[src/rtl/core/pvp_pkg.sv]
// ----------------------------------------------------------------------------
// pvp_pkg
// shared types, constants and register indexes of the vertex projector
// ----------------------------------------------------------------------------
package pvp_pkg;

    localparam int unsigned FOCAL_SCALE_DEF = 256;
    localparam int unsigned CfgIdxW = 3;
    localparam int unsigned CfgDataW = 12;

    // width of |x * focal|: 32-bit magnitude plus up to 16 bits of focal shift
    localparam int unsigned NumW = 48;
    localparam int unsigned DenW = 31;

    typedef enum logic [CfgIdxW-1:0] {
        REG_MID_X         = 3'd0,
        REG_MID_Y         = 3'd1,
        REG_PIXEL_SCALE   = 3'd2,
        REG_WINDOW_LEFT   = 3'd3,
        REG_WINDOW_RIGHT  = 3'd4,
        REG_WINDOW_TOP    = 3'd5,
        REG_WINDOW_BOTTOM = 3'd6
    } cfg_idx_t;

    typedef struct packed {
        logic signed [31:0] pos_x;
        logic signed [31:0] pos_y;
        logic signed [31:0] pos_z;
    } vertex_t;

    typedef struct packed {
        logic signed [31:0] pix_x;
        logic signed [31:0] pix_y;
        logic               in_front;
        logic               on_screen;
    } result_t;

    // one division step for both axes, handed from cell to cell
    typedef struct packed {
        logic              valid;
        logic              in_front;
        logic [NumW-1:0]   num_x;
        logic [NumW-1:0]   num_y;
        logic [NumW-1:0]   rem_x;
        logic [NumW-1:0]   rem_y;
        logic [DenW-1:0]   den;
        logic              neg_x;
        logic              neg_y;
    } div_cell_t;

endpackage

[src/rtl/core/pvp_finish.sv]
// ----------------------------------------------------------------------------
// pvp_finish
// sign fix, scale, centre offset, saturation and window test
// ----------------------------------------------------------------------------
module pvp_finish
(
    input  logic                clk,
    input  logic                rst_n,
    input  pvp_pkg::div_cell_t  cell_in,
    input  logic [11:0]         mid_x,
    input  logic [11:0]         mid_y,
    input  logic [4:0]          pixel_scale,
    input  logic [11:0]         window_left,
    input  logic [11:0]         window_right,
    input  logic [11:0]         window_top,
    input  logic [11:0]         window_bottom,
    output logic                done,
    output pvp_pkg::result_t    result
);

    localparam int unsigned QW = pvp_pkg::NumW + 1;
    localparam int unsigned SW = QW + 6;

    // stage a: signed quotients
    logic                  va_reg;
    logic                  fa_reg;
    logic signed [QW-1:0]  qx_reg;
    logic signed [QW-1:0]  qy_reg;
    logic signed [QW-1:0]  qx_next;
    logic signed [QW-1:0]  qy_next;
    // stage b: scaled and centred
    logic                  vb_reg;
    logic                  fb_reg;
    logic signed [SW-1:0]  sx_reg;
    logic signed [SW-1:0]  sy_reg;
    logic signed [SW-1:0]  sx_next;
    logic signed [SW-1:0]  sy_next;
    // stage c: saturated output
    logic                  vc_reg;
    pvp_pkg::result_t      res_reg;
    pvp_pkg::result_t      res_next;

    function automatic logic signed [31:0] sat32(input logic signed [SW-1:0] v);
        logic signed [SW-1:0] hi;
        logic signed [SW-1:0] lo;
        hi = SW'(signed'(33'sh0_7FFF_FFFF));
        lo = SW'(signed'(33'sh1_8000_0000));
        if (v > hi)
            sat32 = 32'sh7FFF_FFFF;
        else if (v < lo)
            sat32 = 32'sh8000_0000;
        else
            sat32 = v[31:0];
    endfunction

    always_comb
    begin
        qx_next = cell_in.neg_x ? -signed'({1'b0, cell_in.num_x})
                                :  signed'({1'b0, cell_in.num_x});
        qy_next = cell_in.neg_y ? -signed'({1'b0, cell_in.num_y})
                                :  signed'({1'b0, cell_in.num_y});
        sx_next = SW'(qx_reg) * signed'({1'b0, pixel_scale})
                + signed'(SW'({1'b0, mid_x}));
        sy_next = SW'(qy_reg) * signed'({1'b0, pixel_scale})
                + signed'(SW'({1'b0, mid_y}));
        res_next = '0;
        if (fb_reg)
        begin
            res_next.pix_x = sat32(sx_reg);
            res_next.pix_y = sat32(sy_reg);
            res_next.in_front = 1'b1;
            res_next.on_screen =
                (res_next.pix_x >= signed'({20'd0, window_left}))   &&
                (res_next.pix_x <= signed'({20'd0, window_right}))  &&
                (res_next.pix_y >= signed'({20'd0, window_top}))    &&
                (res_next.pix_y <= signed'({20'd0, window_bottom}));
        end
    end

    always_ff @(posedge clk or negedge rst_n)
    begin
        if (!rst_n)
        begin
            va_reg <= 1'b0;
            vb_reg <= 1'b0;
            vc_reg <= 1'b0;
        end
        else
        begin
            va_reg <= cell_in.valid;
            vb_reg <= va_reg;
            vc_reg <= vb_reg;
        end
    end

    always_ff @(posedge clk)
    begin
        fa_reg  <= cell_in.in_front;
        qx_reg  <= qx_next;
        qy_reg  <= qy_next;
        fb_reg  <= fa_reg;
        sx_reg  <= sx_next;
        sy_reg  <= sy_next;
        res_reg <= res_next;
    end

    assign done   = vc_reg;
    assign result = res_reg;

    // a hidden vertex never reports on screen
    a_hidden_off: assert property (@(posedge clk) disable iff (!rst_n)
        done && !result.in_front |-> !result.on_screen && result.pix_x == 32'sd0)
        else $error("hidden vertex with nonzero result");
    a_done_follows: assert property (@(posedge clk) disable iff (!rst_n)
        va_reg |-> ##2 done)
        else $error("finish stage lost an item");
    a_no_spurious: assert property (@(posedge clk) disable iff (!rst_n)
        done |-> $past(va_reg, 2))
        else $error("finish stage invented an item");

endmodule

[config.mk]
export PLATFORM = sky130hd
export DESIGN_NAME = pvp_finish
export DESIGN_NICKNAME = d
export VERILOG_FILES = /design/src/rtl/core/pvp_pkg.sv /design/src/rtl/core/pvp_finish.sv
export SDC_FILE = /design/constraint.sdc
export NUM_CORES = 2
export LEC_CHECK = 0
export ABC_AREA = 1
export BUFFER_PORTS_ARGS = -buffer_cell sky130_fd_sc_hd__buf_4
export CORE_ASPECT_RATIO = 1.75
export CORE_MARGIN = 2
export CORE_UTILIZATION = 30
export DETAILED_ROUTE_END_ITERATION = 10
export RECOVER_POWER = 25
export SLEW_MARGIN = 20
export SYNTH_ARGS = -nofsm -noshare
export SYNTH_HDL_FRONTEND = slang
export SYNTH_SLANG_ARGS = --single-unit
[constraint.sdc]
create_clock -name clk -period 5 [get_ports clk]
set_clock_uncertainty 0.2 [all_clocks]
set_input_delay 0.5 -clock clk [delete_from_list [all_inputs] [get_ports clk]]
set_output_delay 0.5 -clock clk [all_outputs]
set_load 0.02 [all_outputs]
Yosys cells after proc, flatten, opt, wreduce, memory -nomap -nowiden
Cells that the tools add are included.
Operators by class
  reductions and logical operators: 3
  bitwise gates (word level): 0
  $mul: 2
  muxes and demuxes: 9
  div/mod/pow operators: 0
  shift operators: 0
  eq/ne operators: 0
  add/subtract/negate cells: 4
  $lt $le $gt $ge: 8
Operators by type and width (count)
  $mux 32: 6
  $add 55x13->55: 2
  $gt 55x32->1 const B: 2
  $lt 55x32->1 const B: 2
  $mul 49x6->55: 2
  $neg 48->49: 2
  $mux 48: 2
  $ge 32x13->1: 2
  $le 32x13->1: 2
  $logic_and 1x1->1: 3
  $mux 2: 1
Storage, ports and cells
  ROM bits: 0
  input port bits: 306
  memory bits (writable): 0
  output and inout port bits: 67
  memories kept: 0
  bits in registers: 279
  latch bits: 0
  word-level logic and storage cells: 41

Depth between registers and ports, before layout
  word-level depth: 9
  gate-level depth with buffers: 27
  gate-level depth less buffers: 24

Worst setup path after synthesis
OpenSTA, ideal clock, no wires.
  path kind: in2reg
  start point: in pixel_scale[2]
  end point: reg sx_reg[46]
  library setup time: 0.120 ns
  stages on the path: 20
  path buffers: 3
  arrival: 4.896 ns
  setup slack: -0.216 ns
  required time: 4.680 ns
  cells stage by stage: clkbuf_1 clkbuf_1 buf_1 nand2_1 fa_1 inv_1 fa_1 fa_1 fa_1 ha_1 a21oi_1 o21ai_0 a21oi_1 nand2_1 nand2_1 nand3_1 a21o_2 nand2_1 nand2_1 xor2_1
Between the ends
  word-level cells in the longest chain between the ends: 2
RTL lines
  from (decl): RTL line pvp_finish.sv:12  | input logic [4:0] pixel_scale,
  $mul 49x6->55: RTL line pvp_finish.sv:62  | sx_next = SW'(qx_reg) * signed'({1'b0, pixel_scale})
  $add 55x13->55: RTL line pvp_finish.sv:63  | + signed'(SW'({1'b0, mid_x}));
  via sx_next[46]: RTL line pvp_finish.sv:36  | logic signed [SW-1:0] sx_next;
  to (signal assigned): RTL line pvp_finish.sv:102  | sx_reg <= sx_next;
  to (decl): RTL line pvp_finish.sv:34  | logic signed [SW-1:0] sx_reg;
The timed path passes the listed nets, and every way through them passes these cells.
A chain may end at the register's enable or synchronous reset.

Final worst setup path
  start point: in pixel_scale[2]
  end point: reg sy_reg[50]
Between the ends
  word-level cells in the longest chain between the ends: 2
RTL lines
  $mul 49x6->55: RTL line pvp_finish.sv:64  | sy_next = SW'(qy_reg) * signed'({1'b0, pixel_scale})
  $add 55x13->55: RTL line pvp_finish.sv:65  | + signed'(SW'({1'b0, mid_y}));
  via sy_next[50]: RTL line pvp_finish.sv:37  | logic signed [SW-1:0] sy_next;
  to (signal assigned): RTL line pvp_finish.sv:103  | sy_reg <= sy_next;
  to (decl): RTL line pvp_finish.sv:35  | logic signed [SW-1:0] sy_reg;
The timed path passes the listed nets, and every way through them passes these cells.

==> out/summary.txt <==
Worst slew margin relative to its limit: -0.05068
Wire length of the first global-routing pass: 147200 um
Critical Path Sink Type: flip-flop
Met2 WL: 51020 um
Transition time of the tightest slew-check pin: 1.576 ns
Syn Nets: 4973
Final Non-Filler Cells: 6028
Top FF cell, synth: sky130_fd_sc_hd__dfxtp_1
Synthesis Warnings: 0
Sinks on the clock net: 279
FFs w/ async S/R, synth: 0.01075
Core ar.: 99550 um2
Hold Fails Final Rpt: 0
Vias in the first global route: 29090
Violated checks: capacitance limit, slew limit
Antenna violations before repair: 23
RSZ-0062 raised after global routing: yes
Num ports: 373
Seq cells post-synth: 279
Clk slew on worst S/H paths: 0.06 ns
Vertical extent of the die: 423.4 um
Final total power: 22.43 mW
Overall die area: 103200 um2
Area growth, synth to finish: 26.91%
Total of endpoints with negative setup slack in the final report: 0
Static leakage: 21.07 nW
Cell Pwr Density: 586.2 nW/um2
Layout net count: 5657
Top-count cell post-synth: sky130_fd_sc_hd__nand2_1
Global-route usage over all layers: 0.1805
Antenna-violating nets left: 0
Critical path class: in2reg
DR WL/cell: 15.41 um
Number of synthesized flops with an enable pin: 0
Number of flip-flops in the largest register: 66
M1 WL: 32820 um
Die Width: 243.7 um
Synthesized netlist cell count: 3995
Worst ir drop on vdd: 269.3 uV
Number of distinct standard cells referenced by the synthesized netlist: 54
Worst-Skew Late Latency: 0.59 ns
GRT Residual Overflow: 0
Cell Area, Synth: 30150 um2
Required arrival time at the worst endpoint: 5.26 ns
Std-Cell Rows: 153
Ratio of routed vias to standard cells: 4.533
Worst EP arrival: 5.07 ns
Cell type with the highest aggregate area in the netlist: sky130_fd_sc_hd__fa_1
Proportion of synthesized chip area in sequential cells: 0.1857
Number of max-cap violations: 1
Starting density of the core: 0.3029
Fmax achieved: 0.2076 GHz
Minimum hold slack: 0.02919 ns
Total instance count after detailed placement: 5884
Area fraction of the dominant cell type after synthesis: 0.2085
Cts bufs inserted: 34
Highest metal layer with signal wires: met5
First-pass iteration count of the detailed router: 5
Mean post-synth cell area: 7.547 um2
Final-report max-slew violation count: 31
Type of the worst min-delay path: in2reg
Critical path launch point type: input pin
H-tree levels: 2
Iteration-0 DRC Markers: 972
Fraction of the core area covered by cells at the end of the flow: 0.3844
Root Driver: sky130_fd_sc_hd__clkbuf_16
Crit Reg-Reg Startpoint: qy_reg[3]
Ratio of cells with drive above 1 in the final layout: 0.1546
Detailed placement HPWL: 81210 um
Maximum fanout along the worst path: 23
Leading cell types by count after synthesis: sky130_fd_sc_hd__nand2_1, sky130_fd_sc_hd__inv_1, sky130_fd_sc_hd__ha_1, sky130_fd_sc_hd__fa_1, sky130_fd_sc_hd__nor2_1
Final period utilization: 0.9635
Port buffer count: 245
Gpl congestion: 0.9296
Via total after detailed routing: 27320
Pin count of the biggest net entering global routing: 63
Shortest period the worst path allows: 4.817 ns
Buffers from clock root to sink, at most: 3
Largest cells by area after synthesis: sky130_fd_sc_hd__fa_1, sky130_fd_sc_hd__dfxtp_1, sky130_fd_sc_hd__ha_1
Startpoint of the tightest hold check path: cell_in[220]
Met3 WL post-DR: 3177 um
Total Wirelength: 92920 um
TritonCTS clock tree: done
DRC violation count after routing: 0
Outcome: finished with violations
Setup repair bufs after CTS: 0
Launch point of the worst path: pixel_scale[2]
[final timing paths]
path,end,slack (ns),cells past startpoint
worst max-delay path,sy_reg[50],0.18,24
worst min-delay path,qx_reg[43],0.03,2
worst max register to register,sy_reg[50],0.20,23
worst min register to register,fb_reg,0.13,0
max in group asynchronous,va_reg,4.36,2
min in group asynchronous,done,0.09,2
[area by class of cell]
class                   count  area, um2
diodes                      9      22.52
clock buffers              43      975.9
clock inverters            16      155.1
fillers                 10520      61280
inverters                 799       3000
multi-input cells        2831      21320
flip-flops and latches    279       5605
well taps                1317       1648
repair buffers            734       5535
[placed cells by master (no fill, tap or decap), types with 6 or more instances in the layout]
cell                              n
sky130_fd_sc_hd__nand3_1         99
sky130_fd_sc_hd__a21oi_2         13
sky130_fd_sc_hd__nor3_1          42
sky130_fd_sc_hd__or2_2            6
sky130_fd_sc_hd__inv_1          791
sky130_fd_sc_hd__clkbuf_16       35
sky130_fd_sc_hd__fa_1           314
sky130_fd_sc_hd__nor2_1         311
sky130_fd_sc_hd__nor4_1          21
sky130_fd_sc_hd__xor2_1         123
sky130_fd_sc_hd__o211ai_1         7
sky130_fd_sc_hd__nand4_1         32
sky130_fd_sc_hd__o21bai_1        18
sky130_fd_sc_hd__inv_2            7
sky130_fd_sc_hd__clkbuf_8         7
sky130_fd_sc_hd__xnor2_1         67
sky130_fd_sc_hd__clkbuf_1        66
sky130_fd_sc_hd__o21ai_2         10
sky130_fd_sc_hd__a31oi_1         35
sky130_fd_sc_hd__nand2_1        966
sky130_fd_sc_hd__a21o_1          30
sky130_fd_sc_hd__buf_12           6
sky130_fd_sc_hd__dlygate4sd3_1   76
sky130_fd_sc_hd__buf_4          582
sky130_fd_sc_hd__a21oi_1        192
sky130_fd_sc_hd__ha_1           355
sky130_fd_sc_hd__diode_2          9
sky130_fd_sc_hd__o21a_1           9
sky130_fd_sc_hd__dfxtp_1        272
sky130_fd_sc_hd__o21ai_0        103
sky130_fd_sc_hd__nor2_2           6
sky130_fd_sc_hd__o21ai_1         15
[routing by layer]
layer	global-route usage	up-vias
li1	-	13750
met1	0.1751	12790
met2	0.3585	521
met3	0.02364	240
met4	0.1023	28
met5	0	-
[power breakdown]
| group | switching [mW] | internal, mW |
|---|---|---|
| Sequential | 0.445 | 3.09 |
| Combinational | 8.85 | 7.48 |
| Clock | 1.11 | 1.45 |
[worst max-delay path: stages]
cell and delay [ns]:
sky130_fd_sc_hd__buf_4 0.20, sky130_fd_sc_hd__buf_12 0.17, sky130_fd_sc_hd__buf_4 0.28, sky130_fd_sc_hd__nand2_1 0.13, sky130_fd_sc_hd__fa_1 0.55, sky130_fd_sc_hd__inv_1 0.05, sky130_fd_sc_hd__fa_1 0.46, sky130_fd_sc_hd__fa_1 0.49
sky130_fd_sc_hd__ha_1 0.31, sky130_fd_sc_hd__ha_1 0.33, sky130_fd_sc_hd__nand2_1 0.08, sky130_fd_sc_hd__nand2_1 0.07, sky130_fd_sc_hd__buf_4 0.13, sky130_fd_sc_hd__a31oi_1 0.20, sky130_fd_sc_hd__buf_4 0.16, sky130_fd_sc_hd__o21ai_0 0.08
sky130_fd_sc_hd__a21oi_1 0.19, sky130_fd_sc_hd__nand3_2 0.16, sky130_fd_sc_hd__nand3_1 0.12, sky130_fd_sc_hd__nand2_1 0.12, sky130_fd_sc_hd__nand3_1 0.11, sky130_fd_sc_hd__nand2_1 0.06, sky130_fd_sc_hd__nand2_1 0.06, sky130_fd_sc_hd__nand2_1 0.04
[per-stage QoR]
| step | instance area [um2] | TNS (ns) | setup slack [ns] |
|---|---|---|---|
| after floorplan | 30170 | 0 | 0.01982 |
| after global placement | 36490 | -12.16 | -0.3813 |
| after detailed placement | 36490 | -13.88 | -0.4211 |
| after CTS | 38380 | 0 | 0.09829 |
| after global routing | 38260 | -0.0008735 | -0.0008735 |
| final | 38270 | 0 | 0.1827 |
[cells by family after synthesis]
family	share of synthesized area
and+or+nand+nor	0.2033
adders and majority gates	0.3570
buffers and inverters	0.1104
AOI/OAI and AO/OA	0.08831
xor gates and xnor gates	0.05519
DFF	0.1857
[repair_timing]
item,CTS,global route
endpoints found under the hold margin,79,0
gates resized for setup,0,27
endpoints found under the setup margin,0,27
hold buffers,76,0
(Power assumes the default switching activity.)
